<file path="src/hw/rtl/fnpd_pkg.sv">
package fnpd_pkg;

    localparam int FREQ_W = 33;
    localparam int REF_W  = 30;

    typedef logic [FREQ_W-1:0] t_freq;
    typedef logic [REF_W-1:0]  t_ref;

    // result status codes
    localparam logic [1:0] STATUS_OK      = 2'd0;
    localparam logic [1:0] STATUS_CLAMPED = 2'd1;
    localparam logic [1:0] STATUS_NO_FIT  = 2'd2;

    // prescaler modes
    localparam logic [1:0] MODE_AUTO = 2'd0;
    localparam logic [1:0] MODE_ON   = 2'd1;
    localparam logic [1:0] MODE_OFF  = 2'd2;

    // VCO bands
    localparam logic [1:0] BAND_LOW  = 2'd0;
    localparam logic [1:0] BAND_MID  = 2'd1;
    localparam logic [1:0] BAND_HIGH = 2'd2;

    // register indexes
    localparam logic [2:0] REG_REF_CLK   = 3'd0;
    localparam logic [2:0] REG_LOW_MIN   = 3'd1;
    localparam logic [2:0] REG_LOW_MAX   = 3'd2;
    localparam logic [2:0] REG_MID_MIN   = 3'd3;
    localparam logic [2:0] REG_MID_MAX   = 3'd4;
    localparam logic [2:0] REG_HIGH_MIN  = 3'd5;
    localparam logic [2:0] REG_HIGH_MAX  = 3'd6;
    localparam logic [2:0] REG_THRESHOLD = 3'd7;

    // register reset values
    localparam t_ref  RST_REF_CLK   = 30'd30720000;
    localparam t_freq RST_LOW_MIN   = 33'd3800000000;
    localparam t_freq RST_LOW_MAX   = 33'd5222000000;
    localparam t_freq RST_MID_MIN   = 33'd4961000000;
    localparam t_freq RST_MID_MAX   = 33'd6754000000;
    localparam t_freq RST_HIGH_MIN  = 33'd6306000000;
    localparam t_freq RST_HIGH_MAX  = 33'd7714000000;
    localparam t_freq RST_THRESHOLD = 33'd5500000000;

    typedef struct packed {
        t_ref  ref_clk;
        t_freq low_min;
        t_freq low_max;
        t_freq mid_min;
        t_freq mid_max;
        t_freq high_min;
        t_freq high_max;
        t_freq threshold;
    } t_cfg;

    // classified request handed from front to back
    typedef struct packed {
        logic [1:0] status;
        logic       found;
        logic [1:0] band;
        logic [2:0] code;
        logic       presc;
        t_freq      fvco;
    } t_job;

    localparam int JOB_W = $bits(t_job);

endpackage

</file>
<file path="src/hw/rtl/fnpd_front.sv">
module fnpd_front (
    input  logic          i_clk,
    input  logic          i_rst_n,
    input  logic          i_in_valid,
    output logic          o_in_stall,
    input  fnpd_pkg::t_freq i_desired_freq,
    input  logic [1:0]    i_div2_mode,
    input  fnpd_pkg::t_cfg  i_cfg,
    input  logic          i_full,
    output logic          o_push,
    output fnpd_pkg::t_job  o_job
);
    import fnpd_pkg::*;

    logic       adv;
    t_freq      clamp_f;
    logic [1:0] clamp_st;
    logic [33:0] lo_round;

    logic       r_s1_v;
    t_freq      r_s1_f;
    logic [1:0] r_s1_status;
    logic [1:0] r_s1_mode;

    logic       r_s2_v;
    t_job       r_s2;
    t_job       n_s2;

    t_freq      lo [3];
    t_freq      hi [3];
    logic [39:0] v;

    // front moves as one unit; it holds only when its last word cannot enter the queue
    assign adv        = !(r_s2_v && i_full);
    assign o_in_stall = !adv;
    assign o_push     = r_s2_v && adv;
    assign o_job      = r_s2;

    // clamp to the deliverable range, maximum checked first
    always_comb begin
        lo_round = 34'(i_cfg.low_min) + 34'd127;
        clamp_f  = i_desired_freq;
        clamp_st = STATUS_OK;
        if ({i_desired_freq, 1'b0} > {1'b0, i_cfg.high_max}) begin
            clamp_f  = i_cfg.high_max >> 1;
            clamp_st = STATUS_CLAMPED;
        end else if ({i_desired_freq, 7'b0} < {7'b0, i_cfg.low_min}) begin
            clamp_f  = FREQ_W'(lo_round >> 7);
            clamp_st = STATUS_CLAMPED;
        end
    end

    // band and divider search: high band first, largest divider first
    always_comb begin
        lo[0] = i_cfg.low_min;  hi[0] = i_cfg.low_max;
        lo[1] = i_cfg.mid_min;  hi[1] = i_cfg.mid_max;
        lo[2] = i_cfg.high_min; hi[2] = i_cfg.high_max;
        n_s2  = '0;
        v     = '0;
        for (int b = 2; b >= 0; b--) begin
            for (int k = 6; k >= 0; k--) begin
                v = 40'(r_s1_f) << (k + 1);
                if (!n_s2.found && v >= 40'(lo[b]) && v <= 40'(hi[b])) begin
                    n_s2.found = 1'b1;
                    n_s2.band  = 2'(b);
                    n_s2.code  = 3'(k);
                    n_s2.fvco  = v[FREQ_W-1:0];
                end
            end
        end
        n_s2.status = n_s2.found ? r_s1_status : STATUS_NO_FIT;
        if (r_s1_mode == MODE_ON) begin
            n_s2.presc = 1'b1;
        end else if (r_s1_mode == MODE_OFF) begin
            n_s2.presc = 1'b0;
        end else begin
            n_s2.presc = n_s2.fvco > i_cfg.threshold;
        end
    end

    // stage registers
    always_ff @(posedge i_clk) begin
        if (!i_rst_n) begin
            r_s1_v <= 1'b0;
            r_s2_v <= 1'b0;
        end else if (adv) begin
            r_s1_v <= i_in_valid;
            r_s2_v <= r_s1_v;
        end
    end

    always_ff @(posedge i_clk) begin
        if (adv) begin
            r_s1_f      <= clamp_f;
            r_s1_status <= clamp_st;
            r_s1_mode   <= i_div2_mode;
            r_s2        <= n_s2;
        end
    end

endmodule

</file>
<file path="config.mk">
export PLATFORM = sky130hd
export DESIGN_NAME = fnpd_front
export DESIGN_NICKNAME = d
export VERILOG_FILES = /design/src/hw/rtl/fnpd_pkg.sv /design/src/hw/rtl/fnpd_front.sv
export SDC_FILE = /design/constraint.sdc
export NUM_CORES = 2
export LEC_CHECK = 0
export BUFFER_PORTS_ARGS = -buffer_cell sky130_fd_sc_hd__buf_4
export CAP_MARGIN = 20
export CELL_PAD_IN_SITES_DETAIL_PLACEMENT = 0
export CELL_PAD_IN_SITES_GLOBAL_PLACEMENT = 1
export CORE_MARGIN = 3
export CORE_UTILIZATION = 46
export DETAILED_ROUTE_END_ITERATION = 6
export PLACE_DENSITY_LB_ADDON = 0.12
export SLEW_MARGIN = 20
export SYNTH_ARGS = -nofsm -noshare
export SYNTH_HDL_FRONTEND = slang
export SYNTH_SLANG_ARGS = --single-unit
</file>
<file path="constraint.sdc">
create_clock -name i_clk -period 7.76 [get_ports i_clk]
set_input_delay 1.552 -clock i_clk [delete_from_list [all_inputs] [get_ports i_clk]]
set_output_delay 1.552 -clock i_clk [all_outputs]
set_load 0.01 [all_outputs]
</file>
==> impl_metrics.sql <==
INSERT INTO impl_metrics (metric_group, metric, value, unit) VALUES
('status', 'run_status', 'finished clean', ''),
('floorplan', 'io_pins', '344', ''),
('synth', 'post_synth_instance_area', '0.0380', 'sq mm'),
('floorplan', 'dieHeight', '293', 'um'),
('sta', 'timing_hold_violations_final', '0', ''),
('global_routing', 'grt_first_pass_wirelength', '240000', 'um'),
('final_layout', 'synthToLayoutAreaGrowth', '21.0', '%'),
('cts', 'cts-htree-levels', '3', ''),
('pwr', 'power_density', '143', 'mW/mm^2'),
('synth', 'post_synth_inst_count', '4715', ''),
('cts', 'root_buffer', 'sky130_fd_sc_hd__clkbuf_16', ''),
('synth', 'synthTopCellsByCount', '1,308 x sky130_fd_sc_hd__ha_1, 364 x sky130_fd_sc_hd__a21oi_1, 314 x sky130_fd_sc_hd__nand2_1, 285 x sky130_fd_sc_hd__inv_1, 256 x sky130_fd_sc_hd__o21ai_0', ''),
('synth', 'avgSynthCellArea', '8.05', 'sq um'),
('synth', 'synth_area_leader_cell', 'sky130_fd_sc_hd__ha_1', ''),
('sta', 'fin_crit', '7560', 'ps'),
('floorplan', 'die-width', '293', 'um'),
('synth', 'synth_flop_cell', 'sky130_fd_sc_hd__edfxtp_1', ''),
('route', 'drt_wl_total', '160000', 'um'),
('pwr', 'pwr-share-seq', '0.116', ''),
('worst_hold_path', 'hold_path.class', 'reg2reg', ''),
('synth', 'post_synth_edffs', '77', ''),
('sta', 'timing.setup.tns', '0', 'ps'),
('cts', 'cts_tree', 'built', ''),
('global_routing', 'global_route.overflow_total', '0', ''),
('synth', 'synth_seq_cells', '79', ''),
('route', 'vias', '42200', ''),
('critical_path', 'cp.arrival', '7700', 'ps'),
('global_routing', 'first_global_vias', '39900', ''),
('synth', 'synth_top_area_share', '0.431', ''),
('cts', 'cts_made_buffers', '9', ''),
('route', 'drt_pre_antenna_iters', '6', ''),
('synth', 'synth.area.top_cells', 'sky130_fd_sc_hd__ha_1 43%, sky130_fd_sc_hd__edfxtp_1 6.1%, sky130_fd_sc_hd__a21oi_1 4.8%', ''),
('critical_path', 'ff2ff_path_depth', '28', ''),
('pwr', 'irDropWorstVdd', '0.145', 'mV'),
('placement', 'gp_congestion', '1.01', ''),
('sta', 'fin_crit_sh', '0.974', ''),
('final_layout', 'instances_no_fill', '6501', ''),
('synth', 'post-synth-top-count-cell', 'sky130_fd_sc_hd__ha_1', ''),
('pwr', 'cell_internal_pwr', '3140', 'uW'),
('floorplan', 'fp.coreArea', '0.0812', 'sq mm'),
('sta', 'worst-slew-pin-transition', '1100', 'ps'),
('final_layout', 'filler_instances', '7800', ''),
('pwr', 'total_switching_power', '3430', 'uW'),
('job', 'max_cap_viol_count', '0', ''),
('floorplan', 'die_area', '0.0860', 'sq mm'),
('sta', 'hold_ws', '475', 'ps'),
('global_routing', 'pin_count_of_the_biggest_net_entering_global_routing', '43', ''),
('pwr', 'power.clock.fraction', '0.067', ''),
('sta', 'timing.final.max_slew_violations', '0', ''),
('cts', 'cts.path.max_buffers', '2', ''),
('placement', 'post-dp-hpwl', '128000', 'um'),
('route', 'route.detailed.wl_per_inst', '24.6', 'um'),
('placement', 'port_buffers', '312', ''),
('floorplan', 'fp-row-count', '104', ''),
('route', 'detail_route.vias_per_cell', '6.49', ''),
('synth', 'seq_area_frac_synth', '0.0620', ''),
('cts', 'clk_transition_reported_paths', '80', 'ps'),
('cts', 'cts_hold_buffers', '0', ''),
('critical_path', 'crit_end_element', 'flip-flop', ''),
('sta', 'setup_skew_after_layout', '17.2', 'ps'),
('synth', 'synth_cell_types', '85', ''),
('critical_path', 'max_stage_delay', '540', 'ps'),
('sta', 'finish_stage_setup_viols', '0', ''),
('cts', 'clock_sink_count', '79', ''),
('critical_path', 'critPathMaxFanout', '6', ''),
('cts', 'clock_latency', '390', 'ps'),
('global_routing', 'grt_usage', '0.356', ''),
('final_layout', 'drive_above_1_share', '0.172', ''),
('final_layout', 'num-nets-final', '7040', ''),
('route', 'detail_route.drc_violations', '0', ''),
('synth', 'postSynth.asyncResetShare', '0', '');
## path summary, 6_finish.rpt
check | slack [ps] | end | from
setup reg to reg | 450 | o_job[33] | r_s1_f[29]
setup / recovery | 200 | o_job[33] | i_cfg[64]
hold / removal | 480 | r_s1_v | r_s1_v
hold reg to reg | 480 | r_s1_v | r_s1_v
## cells by family after synthesis
kind of cell / synth area share
other cells: 0.0000988
flops: 0.0620
xor+xnor: 0.00600
simple gates: 0.191
buf+inv: 0.0427
fa+ha+maj: 0.431
compound gates: 0.250
mux: 0.0169
## layout make-up
class	instances	share of cell area
diodes	4	0.000218
clock buffers	9	0.00490
clock inverters	7	0.00125
inverters	287	0.0236
multi-input cells	4220	0.747
flip-flops and latches	79	0.0512
well taps	1060	0.0289
repair buffers	835	0.143
## per-stage QoR
stage	util	worst slack [ps]	instance area, sq um	power (uW)
after CTS	0.562	148	45600	6400
after global routing	0.566	-76.9	45900	7160
final	0.566	198	45900	6570
after global placement	0.559	-244	45300	5830
after floorplan	-	504	38000	3790
after detailed placement	0.559	-265	45300	5930
## state kept, by name, indices dropped and copies added (netlist names)
name	flops
r_s1_f	33
r_s1_status	1
r_s1_mode	2
r_s1_v	1
r_s2_v	1
o_job	41
## power by group through the flow
stage                     Sequential, uW  Clock [uW]  Combinational (uW)
after floorplan                      958           0                2830
after global placement               761           0                5070
after detailed placement             765           0                5160
after CTS                            756         450                5190
after global routing                 769         468                5920
final                                760         441                5370
## critical path: cells and delay by family
family / cells / cell delay [ps]
AO/OA/AOI/OAI: 13 / 2230
AND/OR/NAND/NOR: 9 / 1740
buffers and inverters: 8 / 1270
adder cells (fa/ha/maj): 3 / 890
## layout by cell type, fill, tap and decap left out, types with 119 or more instances in the layout
master	n
sky130_fd_sc_hd__nand3_1	122
sky130_fd_sc_hd__inv_1	283
sky130_fd_sc_hd__nor3_1	119
sky130_fd_sc_hd__nand4_1	232
sky130_fd_sc_hd__o21ai_0	254
sky130_fd_sc_hd__buf_4	809
sky130_fd_sc_hd__nor2_1	253
sky130_fd_sc_hd__nand2_1	313
sky130_fd_sc_hd__a21oi_1	364
sky130_fd_sc_hd__a21o_1	176
sky130_fd_sc_hd__ha_1	1308
## routing by layer
metal  share of wire  vias to the layer above  GRT usage
met5         0.00018                        -          0
met4           0.036                        4      0.117
met3           0.086                      298     0.0559
met2            0.42                     1807      0.553
met1            0.45                    19900      0.503
li1                -                    20100          -
## repair_timing
item / in CTS / in global routing
setup endpoints to repair: 0 / 1
resized for setup: 0 / 46
hold endpoints to repair: 0 / 0
setup buffers: 0 / 6
Note: power is estimated with default switching activity, not from simulation.
