## src/hw/rtl/fnpd_pkg.sv

```systemverilog
package fnpd_pkg;

    localparam int FREQ_W = 33;
    localparam int REF_W  = 30;

    typedef logic [FREQ_W-1:0] t_freq;
    typedef logic [REF_W-1:0]  t_ref;

    // result status codes
    localparam logic [1:0] STATUS_OK      = 2'd0;
    localparam logic [1:0] STATUS_CLAMPED = 2'd1;
    localparam logic [1:0] STATUS_NO_FIT  = 2'd2;

    // prescaler modes
    localparam logic [1:0] MODE_AUTO = 2'd0;
    localparam logic [1:0] MODE_ON   = 2'd1;
    localparam logic [1:0] MODE_OFF  = 2'd2;

    // VCO bands
    localparam logic [1:0] BAND_LOW  = 2'd0;
    localparam logic [1:0] BAND_MID  = 2'd1;
    localparam logic [1:0] BAND_HIGH = 2'd2;

    // register indexes
    localparam logic [2:0] REG_REF_CLK   = 3'd0;
    localparam logic [2:0] REG_LOW_MIN   = 3'd1;
    localparam logic [2:0] REG_LOW_MAX   = 3'd2;
    localparam logic [2:0] REG_MID_MIN   = 3'd3;
    localparam logic [2:0] REG_MID_MAX   = 3'd4;
    localparam logic [2:0] REG_HIGH_MIN  = 3'd5;
    localparam logic [2:0] REG_HIGH_MAX  = 3'd6;
    localparam logic [2:0] REG_THRESHOLD = 3'd7;

    // register reset values
    localparam t_ref  RST_REF_CLK   = 30'd30720000;
    localparam t_freq RST_LOW_MIN   = 33'd3800000000;
    localparam t_freq RST_LOW_MAX   = 33'd5222000000;
    localparam t_freq RST_MID_MIN   = 33'd4961000000;
    localparam t_freq RST_MID_MAX   = 33'd6754000000;
    localparam t_freq RST_HIGH_MIN  = 33'd6306000000;
    localparam t_freq RST_HIGH_MAX  = 33'd7714000000;
    localparam t_freq RST_THRESHOLD = 33'd5500000000;

    typedef struct packed {
        t_ref  ref_clk;
        t_freq low_min;
        t_freq low_max;
        t_freq mid_min;
        t_freq mid_max;
        t_freq high_min;
        t_freq high_max;
        t_freq threshold;
    } t_cfg;

    // classified request handed from front to back
    typedef struct packed {
        logic [1:0] status;
        logic       found;
        logic [1:0] band;
        logic [2:0] code;
        logic       presc;
        t_freq      fvco;
    } t_job;

    localparam int JOB_W = $bits(t_job);

endpackage

```

## src/hw/rtl/fnpd_queue.sv

```systemverilog
module fnpd_queue #(
    parameter int DEPTH = 4
) (
    input  logic          i_clk,
    input  logic          i_rst_n,
    input  logic          i_push,
    input  fnpd_pkg::t_job  i_job,
    output logic          o_full,
    input  logic          i_pop,
    output logic          o_empty,
    output fnpd_pkg::t_job  o_job
);
    import fnpd_pkg::*;

    localparam int AW = $clog2(DEPTH);

    t_job          r_mem [DEPTH];
    logic [AW-1:0] r_wp;
    logic [AW-1:0] r_rp;
    logic [AW:0]   r_cnt;

    assign o_full  = r_cnt == (AW+1)'(DEPTH);
    assign o_empty = r_cnt == '0;
    assign o_job   = r_mem[r_rp];

    // pointers and fill count
    always_ff @(posedge i_clk) begin
        if (!i_rst_n) begin
            r_wp  <= '0;
            r_rp  <= '0;
            r_cnt <= '0;
        end else begin
            if (i_push) begin
                r_wp <= (r_wp == AW'(DEPTH - 1)) ? '0 : r_wp + 1'b1;
            end
            if (i_pop) begin
                r_rp <= (r_rp == AW'(DEPTH - 1)) ? '0 : r_rp + 1'b1;
            end
            if (i_push && !i_pop) begin
                r_cnt <= r_cnt + 1'b1;
            end else if (!i_push && i_pop) begin
                r_cnt <= r_cnt - 1'b1;
            end
        end
    end

    always_ff @(posedge i_clk) begin
        if (i_push) begin
            r_mem[r_wp] <= i_job;
        end
    end

endmodule

```

## config.mk

```make
export PLATFORM = sky130hd
export DESIGN_NAME = fnpd_queue
export DESIGN_NICKNAME = d
export VERILOG_FILES = /design/src/hw/rtl/fnpd_pkg.sv /design/src/hw/rtl/fnpd_queue.sv
export SDC_FILE = /design/constraint.sdc
export NUM_CORES = 1
export LEC_CHECK = 0
export BUFFER_PORTS_ARGS = -buffer_cell sky130_fd_sc_hd__buf_2
export CORE_ASPECT_RATIO = 1.2
export CORE_MARGIN = 1
export CORE_UTILIZATION = 35
export CTS_BUF_LIST = sky130_fd_sc_hd__clkbuf_4
export DETAILED_ROUTE_END_ITERATION = 10
export PLACE_DENSITY = 0.54
export SLEW_MARGIN = 0
export SYNTH_ARGS = -nofsm -noshare
export SYNTH_HDL_FRONTEND = slang
export SYNTH_SLANG_ARGS = --single-unit
```

## constraint.sdc

```tcl
create_clock -name i_clk -period 4.32 [get_ports i_clk]
set_input_delay 0.432 -clock i_clk [delete_from_list [all_inputs] [get_ports i_clk]]
set_output_delay 0.432 -clock i_clk [all_outputs]
set_load 0.02 [all_outputs]
```

==> results of run 1 <==
## cells in the mapped netlist
cell / number / area (sq um)
xnor2_1: 1 / 8.76
buf_12: 4 / 80.1
mux4_1: 2 / 52.6
or3_1: 1 / 6.26
dfxtp_1: 9 / 180
o21ai_0: 1 / 5.00
nor3b_1: 1 / 7.51
nor2_1: 1 / 3.75
a21boi_0: 1 / 7.51
mux4_2: 40 / 901
clkbuf_1: 1 / 3.75
nor3_1: 2 / 10.0
nor2b_1: 5 / 31.3
and2_1: 5 / 31.3
edfxtp_1: 168 / 5040
ha_1: 6 / 75.1
inv_1: 4 / 15.0
mux2i_1: 4 / 40.0
xor2_1: 1 / 8.76
o21a_1: 1 / 7.51
fa_1: 1 / 20.0
buf_6: 1 / 11.3
buf_2: 4 / 20.0
## power groups by stage
stage / Combinational [W] / Clock [W] / Sequential (W)
6_report: 0.000340 / 0.000874 / 0.00201
5_1_grt: 0.000369 / 0.000983 / 0.00202
4_1_cts: 0.000349 / 0.000909 / 0.00201
3_5_place_dp: 0.000348 / 0 / 0.00205
3_3_place_gp: 0.000345 / 0 / 0.00205
2_1_floorplan: 0.000251 / 0 / 0.00202
## logic make-up after synthesis
family,Yosys count,synth area share
adders and majority gates,7,0.0145
buffers and inverters,14,0.0198
AOI/OAI and AO/OA,3,0.00305
muxes,46,0.151
and+or+nand+nor,15,0.0137
xor gates and xnor gates,2,0.00267
DFF,177,0.795
## per-layer routing
layer	global-route usage	vias up	routed length, um
met2	0.223	67	6110
met1	0.151	1490	4700
met3	0.0504	12	599
met4	0.0493	2	143
li1	-	1316	-
met5	0	-	13
## flip-flops by register name (all words and copies together), names as in the netlist, named ones only
register,flops
r_mem,168
r_wp,2
r_rp,2
r_cnt,3
## path summary, 6_finish.rpt
check	start	to	slack [ns]	depth (start not counted)
setup / recovery	flip-flop	o_job[24]	1.56	2
hold / removal	i_job[12]	r_mem[3][12]	0.09	1
setup reg to reg	r_wp[0]	r_mem[3][6]	2.29	3
hold reg to reg	r_cnt[2]	r_cnt[2]	0.54	2
## final cells by class
cell class,count,area (sq um),area share
clock buffer,19,143,0.0189
multi-input combinational,73,1220,0.162
inverter,4,15.0,0.00199
antenna,1,2.50,0.000332
clock inverter,13,120,0.0159
sequential,177,5230,0.694
timing repair buffer,95,493,0.0654
tap,252,315,0.0418
## timing repair
action	CTS	global route
resized for setup	0	0
hold endpoints to repair	0	2
hold buffers	0	1
buffers inserted	0	0
## through the flow
stage	instance area [sq um]	utilization	hold WS, ns	setup slack (ns)
3_5_place_dp	7260	0.397	0.526	2.06
6_report	7540	0.412	0.0913	1.56
4_1_cts	7530	0.411	0.0251	1.40
3_3_place_gp	7260	0.397	0.486	2.05
5_1_grt	7540	0.412	0.00609	1.28
2_1_floorplan	6570	-	0.472	2.35
==> out/metrics.yaml, run 1 <==
hold_path:
  hp-class: "in2reg"
route:
  vias: 2887
  routedWlPerCell_um: 18.3
  drtIter0Drc: 129
  viasPerCell: 4.55
  route.antenna.remaining_nets: 0
  routed_wl_mm: 11.6
  drt_first_pass_iters: 4
  drc: 0
pwr:
  ir_drop_v: 0.000227
  switchingPower_w: 0.000767
  internal_power_w: 0.00245
  power-per-cell-area_nw_per_um2: 427
  pwr-share-clk: 0.271
  p_total_w: 0.00322
  swShare: 0.238
  p_leak_nw: 2.52
  comb_power_share: 0.106
  p_seq_frac: 0.623
setup_path:
  critPathKind: "reg2out"
  worstPathRequired_ns: 3.89
  max_stage_delay_ns: 0.95
  arrival_ns: 2.33
  crit_slowest_cell: "dfxtp_4"
  cp.buffers_inverters: 1
  path_delay_family: "flip-flops"
  end_kind: "primary output"
  path_max_fanout: 42
  start_kind: "flip-flop"
  worstPathCellList: "mux4_1 -> buf_2"
logic_synthesis:
  syn_inst: 264
  synth_nets: 317
  synth-seq-cells: 177
  synth.distinct_cells: 23
  avgSynthCellArea_sq_um: 24.9
  synth_warnings: 0
  yosysSeqAreaShare: 0.795
  synth.cell_area_sq_um: 6570
final_layout:
  final_common_cell: "edfxtp_1"
  syn2layout_area_growth_pct: 14.7
  finalNonFillerCells: 634
  drive_gt1_frac: 0.441
  nFillCells: 1641
  finalNetCount: 421
  final_cell_mix: "edfxtp_1 (168), buf_2 (89), mux4_2 (40)"
sta:
  fin_crit_sh: 0.639
  relSlewSlack: 0.420
  setup_tns_ns: 0
  rsz0062_at_grt: "false"
  skew_ns: 0.0155
  fmax_mhz: 363
  hold_violations: 0
  worstMarginPinSlew_ns: 0.870
  setup_viol: 0
  period_needed_ns: 2.76
  finalMaxSlewViolations: 0
grt:
  grt_antenna_before_repair: 3
  grt_pass1_vias: 3135
  gr-total-overflow: 0
  gr-usage-all-layers: 0.132
  grt_max_degree: 43
  grt_first_pass_wirelength_mm: 18.2
flow_run:
  max_cap_viol_count: 0
die:
  dieArea_sq_um: 19300
  rows: 54
  coreArea_sq_um: 18300
  dieHeight_um: 152
  start_util: 0.359
  die_w_um: 127
  pin_count: 90
clock_network:
  clk_pin_slew_worst_paths_ns: 0.13
  numClockSinks: 177
  clockBufferDepth: 2
  cts_max_level: 4
  cts-root-buf: "clkbuf_4"
  clkLatencyLatePin_ns: 0.55
  cts_tree: "done"
  cts_buffers: 17
status:
  status: "finished clean"
place:
  hpwl_mm: 7.08
  gp_congestion: 0.666
  dp.cells: 600
  io_buffers: 89
(Power assumes the default switching activity.)
==> inputs of run 2 (changes only) <==
--- a/config.mk
+++ b/config.mk
@@ -11,7 +11,7 @@
 export CORE_UTILIZATION = 35
 export CTS_BUF_LIST = sky130_fd_sc_hd__clkbuf_4
 export DETAILED_ROUTE_END_ITERATION = 10
-export PLACE_DENSITY = 0.54
+export PLACE_DENSITY = 0.56
 export SLEW_MARGIN = 0
 export SYNTH_ARGS = -nofsm -noshare
 export SYNTH_HDL_FRONTEND = slang
==> constraint.sdc (replaced) <==
create_clock -name i_clk -period 2.3 [get_ports i_clk]
set_input_delay 0.23 -clock i_clk [delete_from_list [all_inputs] [get_ports i_clk]]
set_output_delay 0.23 -clock i_clk [all_outputs]
set_load 0.02 [all_outputs]
==> run 2 against run 1 <==
Against the previous run: power rose by 100%; largest cell class unchanged; wire length rose by 5.2%; setup slack got worse by 1.4 ns.
==> out/metrics.yaml, run 2 (same netlist as run 1, synthesis figures left out) <==
setup_path:
  setup.worst_path.end: "o_job[12]"
  reg2reg_to: "r_mem[2][41]"
  rr_startpoint: "r_wp[0]"
  path_max_fanout: 17
  start_kind: "flip-flop"
  reg2regPathDepth: 4
  worstPathRequired_ns: 2.07
  critPathKind: "reg2out"
  worst-r2r-setup-slack_ns: 0.48
  end_kind: "primary output"
  arrival_ns: 1.92
pwr:
  ir_drop_v: 0.000320
  p_leak_nw: 2.81
  power-per-cell-area_nw_per_um2: 801
route:
  vias: 3142
  viasPerCell: 4.57
  drc: 0
  routed_wl_mm: 12.2
  drt_first_pass_iters: 4
  route.antenna.remaining_nets: 0
  drtIter0Drc: 167
  routedWlPerCell_um: 17.7
sta:
  period_needed_ns: 2.15
  relSlewSlack: 0.666
  hold_violations: 0
  skew_ns: 0.0121
  fmax_mhz: 464
  rsz0062_at_grt: "false"
  worstMarginPinSlew_ns: 0.500
  setup_viol: 0
  fin_crit_sh: 0.937
  setup_tns_ns: 0
  finalMaxSlewViolations: 0
place:
  io_buffers: 89
  placed_area_sq_um: 7380
  dp.cells: 606
  gp_congestion: 0.683
  hpwl_mm: 7.47
die:
  pin_count: 90
  dieArea_sq_um: 19300
  coreArea_sq_um: 18300
  die_w_um: 127
  start_util: 0.359
  dieHeight_um: 152
  rows: 54
grt:
  gr-usage-all-layers: 0.136
  grt_first_pass_wirelength_mm: 19.0
  gr-total-overflow: 0
  grt_pass1_vias: 3347
  grt_antenna_before_repair: 0
  grt_max_degree: 33
final_layout:
  regArea_sq_um: 5230
  largest_reg_flops: 168
  max_flop_register: "r_mem"
  multi_input_comb_area_sq_um: 1220
  drive_gt1_frac: 0.416
  stdcell_area_sq_um: 8230
  finalNetCount: 475
  finalNonFillerCells: 687
  final_cell_mix: "edfxtp_1 (168), buf_2 (89), dlygate4sd3_1 (46)"
  n_antenna_cell: 0
  nFillCells: 1572
  final_common_cell: "edfxtp_1"
  syn2layout_area_growth_pct: 25.2
  top_regs: "r_mem x168, r_cnt x3"
  fin_util: 0.449
clock_network:
  cts_tree: "done"
  clockBufferDepth: 2
  clk_pin_slew_worst_paths_ns: 0.14
  cts_buffers: 17
  cts-root-buf: "clkbuf_4"
  clkLatencyLatePin_ns: 0.55
  numClockSinks: 177
  cts_max_level: 4
status:
  status: "finished clean"
flow_run:
  max_cap_viol_count: 0
hold_path:
  hp-class: "in2reg"
[run 2: cell types whose count changed in the layout (fill, tap and decap cells not counted)]
cell | previous run | this run
buf_12 | 0 | 6
dfxtp_4 | 1 | 2
inv_6 | 0 | 3
clkinv_2 | 4 | 1
inv_8 | 0 | 1
clkinv_1 | 4 | 0
clkinvlp_4 | 1 | 4
clkinv_4 | 2 | 1
clkbuf_4 | 19 | 17
dfxtp_2 | 1 | 0
dlygate4sd3_1 | 1 | 46
buf_4 | 5 | 8
bufinv_16 | 2 | 5
diode_2 | 1 | 0
[run 2: metal layers]
| layer | vias up | part of all wire | track usage |
|---|---|---|---|
| met5 | - | 0 | 0 |
| met4 | 0 | 0.016 | 0.0550 |
| met3 | 17 | 0.038 | 0.0363 |
| met2 | 63 | 0.52 | 0.227 |
| met1 | 1631 | 0.43 | 0.167 |
| li1 | 1431 | - | - |
[run 2: stage by stage]
stage	setup slack (ns)	power, W	hold WS [ns]
after global routing	0.0264	0.00686	0.362
final	0.145	0.00659	0.411
after global placement	0.506	0.00452	0.441
after detailed placement	0.479	0.00454	0.450
after CTS	0.0570	0.00669	0.337
after floorplan	0.333	0.00426	0.329
[run 2: final cells by class]
class | instances | area share
flip-flops and latches | 177 | 0.636
multi-input cells | 73 | 0.148
repair buffers | 149 | 0.132
well taps | 252 | 0.0383
clock inverters | 15 | 0.0281
clock buffers | 17 | 0.0155
inverters | 4 | 0.00182
[run 2: worst max-delay path, cell delays in order, from the launching register on]
cell and delay (ns):
dfxtp_4 0.44, buf_12 0.20, mux4_2 0.54, buf_2 0.18
[run 2: worst min path at each step]
| stage | startpoint | endpoint | cells past startpoint |
|---|---|---|---|
| floorplan | i_job[0] | r_mem[0][0] | 0 |
| global placement | i_job[37] | r_mem[2][37] | 1 |
| detailed placement | i_job[40] | r_mem[0][40] | 1 |
| CTS | i_job[16] | r_mem[3][16] | 2 |
| global route | i_job[16] | r_mem[3][16] | 2 |
| finish | i_job[16] | r_mem[3][16] | 2 |
[run 2: power by group]
part           total (W)  switching [W]  internal (W)
logic           0.000779       0.000422      0.000358
clock network    0.00208        0.00109      0.000987
registers        0.00374      0.0000543       0.00368
total            0.00659        0.00157       0.00503
[run 2: timing repair]
item	4_1_cts	5_1_grt
endpoints found under the hold margin	177	0
buffers inserted	3	0
gates resized for setup	1	0
hold buffers	46	0
setup endpoints to repair	31	0
