**src/hw/rtl/fnpd_pkg.sv**
```systemverilog
package fnpd_pkg;

    localparam int FREQ_W = 33;
    localparam int REF_W  = 30;

    typedef logic [FREQ_W-1:0] t_freq;
    typedef logic [REF_W-1:0]  t_ref;

    // result status codes
    localparam logic [1:0] STATUS_OK      = 2'd0;
    localparam logic [1:0] STATUS_CLAMPED = 2'd1;
    localparam logic [1:0] STATUS_NO_FIT  = 2'd2;

    // prescaler modes
    localparam logic [1:0] MODE_AUTO = 2'd0;
    localparam logic [1:0] MODE_ON   = 2'd1;
    localparam logic [1:0] MODE_OFF  = 2'd2;

    // VCO bands
    localparam logic [1:0] BAND_LOW  = 2'd0;
    localparam logic [1:0] BAND_MID  = 2'd1;
    localparam logic [1:0] BAND_HIGH = 2'd2;

    // register indexes
    localparam logic [2:0] REG_REF_CLK   = 3'd0;
    localparam logic [2:0] REG_LOW_MIN   = 3'd1;
    localparam logic [2:0] REG_LOW_MAX   = 3'd2;
    localparam logic [2:0] REG_MID_MIN   = 3'd3;
    localparam logic [2:0] REG_MID_MAX   = 3'd4;
    localparam logic [2:0] REG_HIGH_MIN  = 3'd5;
    localparam logic [2:0] REG_HIGH_MAX  = 3'd6;
    localparam logic [2:0] REG_THRESHOLD = 3'd7;

    // register reset values
    localparam t_ref  RST_REF_CLK   = 30'd30720000;
    localparam t_freq RST_LOW_MIN   = 33'd3800000000;
    localparam t_freq RST_LOW_MAX   = 33'd5222000000;
    localparam t_freq RST_MID_MIN   = 33'd4961000000;
    localparam t_freq RST_MID_MAX   = 33'd6754000000;
    localparam t_freq RST_HIGH_MIN  = 33'd6306000000;
    localparam t_freq RST_HIGH_MAX  = 33'd7714000000;
    localparam t_freq RST_THRESHOLD = 33'd5500000000;

    typedef struct packed {
        t_ref  ref_clk;
        t_freq low_min;
        t_freq low_max;
        t_freq mid_min;
        t_freq mid_max;
        t_freq high_min;
        t_freq high_max;
        t_freq threshold;
    } t_cfg;

    // classified request handed from front to back
    typedef struct packed {
        logic [1:0] status;
        logic       found;
        logic [1:0] band;
        logic [2:0] code;
        logic       presc;
        t_freq      fvco;
    } t_job;

    localparam int JOB_W = $bits(t_job);

endpackage

```
**src/hw/rtl/fnpd_back.sv**
```systemverilog
module fnpd_back #(
    parameter int FRAC_BITS = 20,
    parameter int INT_BITS  = 10
) (
    input  logic                 i_clk,
    input  logic                 i_rst_n,
    input  logic                 i_empty,
    input  fnpd_pkg::t_job         i_job,
    output logic                 o_pop,
    input  fnpd_pkg::t_ref         i_ref_clk,
    input  logic                 i_out_stall,
    output logic                 o_out_valid,
    output logic [1:0]           o_status,
    output logic [1:0]           o_vco_select,
    output logic [2:0]           o_divider_index,
    output logic                 o_prescaler_on,
    output logic [INT_BITS-1:0]  o_int_divider,
    output logic [FRAC_BITS-1:0] o_frac_divider,
    output fnpd_pkg::t_freq        o_vco_freq,
    output fnpd_pkg::t_freq        o_real_freq
);
    import fnpd_pkg::*;

    localparam int DEN_W = REF_W + 1;
    localparam int DVD_W = FREQ_W + FRAC_BITS;
    localparam int DVD_E = DVD_W + (DVD_W % 2);
    localparam int ITER  = DVD_E / 2;
    localparam int CNT_W = $clog2(ITER);
    localparam int QI_W  = DVD_E - FRAC_BITS;
    localparam int A_W   = INT_BITS + 1 + REF_W;
    localparam int B_W   = FRAC_BITS + REF_W;
    localparam int S_W   = A_W + 2;
    localparam logic [INT_BITS-1:0] IMAX = '1;

    localparam logic [1:0] ST_IDLE = 2'd0;
    localparam logic [1:0] ST_DIV  = 2'd1;
    localparam logic [1:0] ST_MUL  = 2'd2;
    localparam logic [1:0] ST_SUM  = 2'd3;

    logic [1:0]       r_st;
    t_job             r_job;
    t_ref             r_ref;
    logic [DEN_W-1:0] r_den;
    logic [DEN_W-1:0] r_rem;
    logic [DVD_E-1:0] r_quo;
    logic [CNT_W-1:0] r_cnt;
    logic [INT_BITS-1:0]  r_nint;
    logic [FRAC_BITS-1:0] r_frac;
    logic [A_W-1:0]   r_a;
    logic [B_W-1:0]   r_bb;

    logic [DEN_W-1:0] n_rem;
    logic [DVD_E-1:0] n_quo;
    logic [DEN_W:0]   tmp;
    logic             ge;
    t_ref             ref_eff;
    logic [QI_W-1:0]  q_int;
    logic [QI_W-1:0]  q_m4;
    logic [INT_BITS-1:0] nint;
    logic [S_W-1:0]   a_s;
    logic [B_W:0]     bb_s;
    logic [S_W-1:0]   sum;
    logic [S_W-1:0]   real_w;
    t_freq            real_sat;
    logic             out_free;

    assign ref_eff  = (i_ref_clk == '0) ? REF_W'(1) : i_ref_clk;
    assign o_pop    = (r_st == ST_IDLE) && !i_empty;
    assign out_free = !o_out_valid || !i_out_stall;

    // two restoring division steps per cycle
    always_comb begin
        n_rem = r_rem;
        n_quo = r_quo;
        tmp   = '0;
        ge    = 1'b0;
        for (int s = 0; s < 2; s++) begin
            tmp = {n_rem, n_quo[DVD_E-1]};
            ge  = tmp >= {1'b0, r_den};
            if (ge) begin
                tmp = tmp - {1'b0, r_den};
            end
            n_rem = tmp[DEN_W-1:0];
            n_quo = {n_quo[DVD_E-2:0], ge};
        end
    end

    // integer part minus four, saturated both ways
    always_comb begin
        q_int = r_quo[DVD_E-1:FRAC_BITS];
        q_m4  = q_int - QI_W'(4);
        if (q_int < QI_W'(4)) begin
            nint = '0;
        end else if (q_m4 > QI_W'(IMAX)) begin
            nint = IMAX;
        end else begin
            nint = q_m4[INT_BITS-1:0];
        end
    end

    // achieved frequency from the products
    always_comb begin
        a_s    = S_W'(r_a) << r_job.presc;
        bb_s   = (B_W+1)'(r_bb) << r_job.presc;
        sum    = a_s + S_W'(bb_s >> FRAC_BITS);
        real_w = sum >> (r_job.code + 3'd1);
        real_sat = (real_w > S_W'({FREQ_W{1'b1}})) ? '1 : real_w[FREQ_W-1:0];
    end

    // sequencer
    always_ff @(posedge i_clk) begin
        if (!i_rst_n) begin
            r_st <= ST_IDLE;
        end else begin
            case (r_st)
                ST_IDLE: begin
                    if (o_pop) begin
                        r_st <= i_job.found ? ST_DIV : ST_SUM;
                    end
                end
                ST_DIV: begin
                    if (r_cnt == CNT_W'(ITER - 1)) begin
                        r_st <= ST_MUL;
                    end
                end
                ST_MUL: r_st <= ST_SUM;
                ST_SUM: begin
                    if (out_free) begin
                        r_st <= ST_IDLE;
                    end
                end
                default: r_st <= ST_IDLE;
            endcase
        end
    end

    // datapath
    always_ff @(posedge i_clk) begin
        case (r_st)
            ST_IDLE: begin
                r_job <= i_job;
                r_ref <= ref_eff;
                r_den <= DEN_W'(ref_eff) << i_job.presc;
                r_rem <= '0;
                r_quo <= DVD_E'({i_job.fvco, {FRAC_BITS{1'b0}}});
                r_cnt <= '0;
            end
            ST_DIV: begin
                r_rem <= n_rem;
                r_quo <= n_quo;
                r_cnt <= r_cnt + 1'b1;
            end
            ST_MUL: begin
                r_nint <= nint;
                r_frac <= r_quo[FRAC_BITS-1:0];
                r_a    <= A_W'(A_W'(nint) + A_W'(4)) * A_W'(r_ref);
                r_bb   <= B_W'(r_quo[FRAC_BITS-1:0]) * B_W'(r_ref);
            end
            default: ;
        endcase
    end

    // output word register
    always_ff @(posedge i_clk) begin
        if (!i_rst_n) begin
            o_out_valid <= 1'b0;
        end else if (r_st == ST_SUM && out_free) begin
            o_out_valid <= 1'b1;
        end else if (!i_out_stall) begin
            o_out_valid <= 1'b0;
        end
    end

    always_ff @(posedge i_clk) begin
        if (r_st == ST_SUM && out_free) begin
            o_status <= r_job.status;
            if (r_job.found) begin
                o_vco_select    <= r_job.band;
                o_divider_index <= r_job.code;
                o_prescaler_on  <= r_job.presc;
                o_int_divider   <= r_nint;
                o_frac_divider  <= r_frac;
                o_vco_freq      <= r_job.fvco;
                o_real_freq     <= real_sat;
            end else begin
                o_vco_select    <= '0;
                o_divider_index <= '0;
                o_prescaler_on  <= 1'b0;
                o_int_divider   <= '0;
                o_frac_divider  <= '0;
                o_vco_freq      <= '0;
                o_real_freq     <= '0;
            end
        end
    end

endmodule

```
**config.mk**
```make
export PLATFORM = sky130hd
export DESIGN_NAME = fnpd_back
export DESIGN_NICKNAME = d
export VERILOG_FILES = /design/src/hw/rtl/fnpd_pkg.sv /design/src/hw/rtl/fnpd_back.sv
export SDC_FILE = /design/constraint.sdc
export NUM_CORES = 2
export LEC_CHECK = 0
export ABC_CLOCK_PERIOD_IN_PS = 11310
export BUFFER_PORTS_ARGS = -buffer_cell sky130_fd_sc_hd__buf_4
export CAP_MARGIN = 20
export CORE_UTILIZATION = 38
export CTS_CLUSTER_SIZE = 40
export DETAILED_ROUTE_END_ITERATION = 8
export GPL_ROUTABILITY_DRIVEN = 1
export PLACE_DENSITY = 0.53
export SLEW_MARGIN = 15
export SYNTH_ARGS = -nofsm -noshare
export SYNTH_HDL_FRONTEND = slang
export SYNTH_SLANG_ARGS = --single-unit
```
**constraint.sdc**
```tcl
create_clock -name i_clk -period 11.31 [get_ports i_clk]
set_input_delay 0.5655 -clock i_clk [delete_from_list [all_inputs] [get_ports i_clk]]
set_output_delay 0.5655 -clock i_clk [all_outputs]
set_load 0.05 [all_outputs]
```
==> results.txt <==
----------------------------------------------------
[Clock tree]
  Total number of clock tree sinks ... between 400 and 500
  Root buffer cell ... clkbuf_16
  Clock latency reported for the late side of the worst-skew pair ... 0.66 ns
  Number of H-tree branching levels ... 2
  Number of buffers inserted by post-CTS setup repair ... 0
  Largest buffer count on any clock path ... 3
  Hold-fix buffer count after cts ... 0
  Clock transition at the register clock pins on the worst setup and hold paths after CTS ... ~0.06 ns
  Number of clock buffers inserted by TritonCTS ... 50
  Clock tree from TritonCTS ... done
  Count of cells resized by post-cts repair ... 0

[Setup path]
  Maximum net fanout on the critical path ... 19
  End point of the critical path ... r_a[39]$_DFFE_PP_
  Data required time of the critical path ... about 12 ns
  Worst flop-to-flop path startpoint ... r_quo[30]$_DFFE_PP_
  Critical Path Sink Type ... flip-flop
  Slowest cell delay on critical path ... about 0.71 ns
  Flop2flop setup slack ... 1.30 ns
  Critical path arrival ... between 10 and 15 ns
  CP Class ... reg -> reg
  Critical path's slowest cell ... nor2_2
  Most repeated library cell on the critical path ... fa_1
  Reg2reg path depth ... 33
  Critical register-to-register path endpoint ... r_a[39]$_DFFE_PP_
  Worst setup startpoint ... r_quo[30]$_DFFE_PP_
  Worst setup SP type ... flip-flop

[Drt]
  Total vias in the final route ... around 36000
  Starting DRC count in detailed routing ... about 2500
  DRC Markers ... 0
  Number of nets still failing antenna checks after routing ... 0
  First drt pass iteration count ... 5
  Avg WL per Cell ... between 20 and 25 um
  Detailed Route WL ... 145 mm
  Detailed-route vias per instance ... 5.19

[Die]
  Floorplan Core Area ... between 100000 and 150000 um^2
  Boundary pin count ... about 180
  Number of core rows ... about 130
  Starting density of the core ... 0.383
  Die height ... between 300 and 400 um
  DIE AREA ... approximately 140000 um^2
  Die extent in x ... approximately 370 um

[Synth]
  Register area share after synthesis ... 0.236
  Fraction of registers with async set or reset after synthesis ... 0
  Post-synthesis cell area ... between 50000 and 60000 um^2
  Most frequently used flop master after synthesis ... edfxtp_1
  Count of cell types in the netlist ... 87
  Synthesis Warnings ... 0
  Total of flip-flops plus latches after synthesis ... 402
  Mean area per synthesized cell ... a little under 10 um^2
  Post-Synthesis Cells ... ~5200
  Number of synthesized flops with an enable pin ... between 300 and 400
  Post-Synthesis Net Count ... roughly 6400

[Timing]
  Total of endpoints with negative setup slack in the final report ... 0
  Setup repair after global routing missed its margin ... no
  Sum of negative setup slack ... 0 ns
  Final number of hold-violating endpoints ... 0
  Max Transition Viols Final ... 0
  Maximum clock frequency ... between 90 and 100 MHz
  Fin Clk Skew ... about 0.036 ns
  Period Utilization, post-route ... 0.885
  Worst slew pin tran ... between 1 and 1.5 ns
  Worst slew margin relative to its limit ... 0.299
  Post-layout minimum cycle time ... roughly 10 ns

[Worst hold path]
  Cell depth of the worst hold path ... 1
  Hold Crit Class ... in -> reg

[GRT]
  Global-route usage over all layers ... 0.217
  Pin count of the biggest net entering global routing ... 95
  Congestion Overflow GR ... 0
  Via count of the first global-routing pass ... roughly 38000
  Global-route wire length before repair ... about 230 mm
  Number of antenna violations at the first check in global routing ... 7

[Run status]
  Outcome ... finished clean

[Place]
  Number of cells after detailed placement ... about 6900
  Final weighted congestion in routability-driven placement ... 0.880
  Area after DPL ... between 50000 and 60000 um^2
  Sum of net half-perimeters after detailed placement ... 109 mm
  Buffers on Ports ... about 180

[Job]
  Max-capacitance violation count ... 0

[Layout]
  Number of nets in the final layout ... 6381
  Layout cell share with drive strength beyond 1 ... 0.101
  Leading cell type in the layout, fill and taps excluded ... inv_1
  Number of standard cells in the layout, taps in and fillers out ... about 7000
  Fill count ... approximately 13000
  Area of all placed cells without fillers ... between 50000 and 60000 um^2
  Synthesis-to-finish area growth ... 9.71%
  Leading cell types in the layout, fill and taps excluded ... inv_1, fa_1, nand2_1

----------------------------------------------------
## worst min-delay path by stage
stage	slack, ns	end	startpoint
2_1_floorplan	0.40	o_status[0]$_DFFE_PP_	r_job[40]$_DFFE_PP_
3_3_place_gp	0.41	o_status[1]$_DFFE_PP_	r_job[41]$_DFFE_PP_
3_5_place_dp	0.42	o_status[0]$_DFFE_PP_	r_job[40]$_DFFE_PP_
4_1_cts	0.05	r_job[38]$_DFFE_PP_	i_job[38]
5_1_grt	0.06	r_job[38]$_DFFE_PP_	i_job[38]
6_report	0.10	r_job[38]$_DFFE_PP_	i_job[38]
## sequential cells by signal, summed over array words and instances (netlist names)
name / flops
o_divider_index: 3
o_frac_divider: 20
o_int_divider: 10
o_out_valid: 1
o_prescaler_on: 1
o_real_freq: 33
o_status: 2
o_vco_freq: 33
o_vco_select: 2
r_a: 41
r_bb: 31
r_cnt: 5
r_den: 31
r_frac: 20
r_job: 42
r_nint: 10
r_quo: 54
r_ref: 30
r_rem: 31
r_st: 2
## metal layers
| metal | part of all wire | track usage | up-vias |
|---|---|---|---|
| met5 | 0 | 0 | - |
| met4 | 0.031 | 0.0633 | 0 |
| met3 | 0.061 | 0.0332 | 201 |
| met2 | 0.46 | 0.351 | 1053 |
| met1 | 0.45 | 0.301 | 18400 |
| li1 | - | - | 16700 |
## layout make-up
cell class / count / area, um^2 / area share
timing repair buffer: 270 / 2050 / 0.0366
sequential: 402 / 12000 / 0.215
tap: 1768 / 2210 / 0.0395
inverter: 802 / 3010 / 0.0537
antenna: 1 / 2.50 / 0.0000447
clock inverter: 27 / 390 / 0.00697
multi-input combinational: 3687 / 34900 / 0.624
clock buffer: 65 / 1370 / 0.0244
## cells by family (layout without fill, tap and decap cells)
kind of cell,count (synthesis),count (layout),synth area share
and+or+nand+nor,1610,1610,0.153
adders and majority gates,1093,1093,0.378
muxes,220,220,0.0470
AOI/OAI and AO/OA,600,600,0.0748
DFF,402,402,0.236
xor gates and xnor gates,164,164,0.0281
buffers and inverters,1101,1164,0.0823
other,0,1,0
## worst max-delay path: cells and delay by family, from the launching register on
| family | cells | cell delay [ns] |
|---|---|---|
| and+or+nand+nor | 10 | 3.21 |
| DFF | 1 | 0.46 |
| buffers and inverters | 3 | 0.16 |
| AOI/OAI and AO/OA | 12 | 2.81 |
| xor gates and xnor gates | 1 | 0.15 |
| adders and majority gates | 7 | 2.95 |
## synth_stat cells, types with 7 or more instances
cell type	instances	share of area
o22ai_1	9	0.0011
or2_2	11	0.0013
and3_1	57	0.0070
a211oi_1	28	0.0041
ha_1	339	0.083
o21bai_1	16	0.0024
nand4_1	34	0.0042
a22oi_1	7	0.0010
nand2_1	728	0.054
buf_1	11	0.00081
xor2_1	49	0.0084
mux2i_1	78	0.015
mux2_2	140	0.031
buf_4	8	0.0012
nor2_1	157	0.012
buf_2	17	0.0017
a31oi_1	28	0.0034
o21a_1	27	0.0040
fa_1	753	0.30
inv_1	800	0.059
nor4_1	15	0.0018
a21o_1	65	0.0096
a21oi_1	200	0.020
a2111oi_0	8	0.0014
o21ai_0	108	0.011
a21boi_0	11	0.0016
nand3_1	46	0.0045
xnor2_1	115	0.020
edfxtp_1	399	0.23
o211ai_1	16	0.0024
nand2b_1	30	0.0037
nor3_1	37	0.0036
and2_1	401	0.049
nor2b_1	54	0.0066
or3_1	12	0.0015
clkbuf_1	259	0.019
o31ai_1	10	0.0015
## metrics by stage
stage / setup WS (ns) / hold slack, ns / utilization
global route: 0.748 / 0.0598 / 0.420
detailed placement: 1.39 / 0.420 / 0.406
finish: 1.30 / 0.102 / 0.420
CTS: 1.34 / 0.0458 / 0.420
floorplan: 2.32 / 0.400 / -
global placement: 1.51 / 0.406 / 0.406
Power is not shown: default switching activity piles up to over one toggle a cycle in this logic, so the estimate is an artifact.
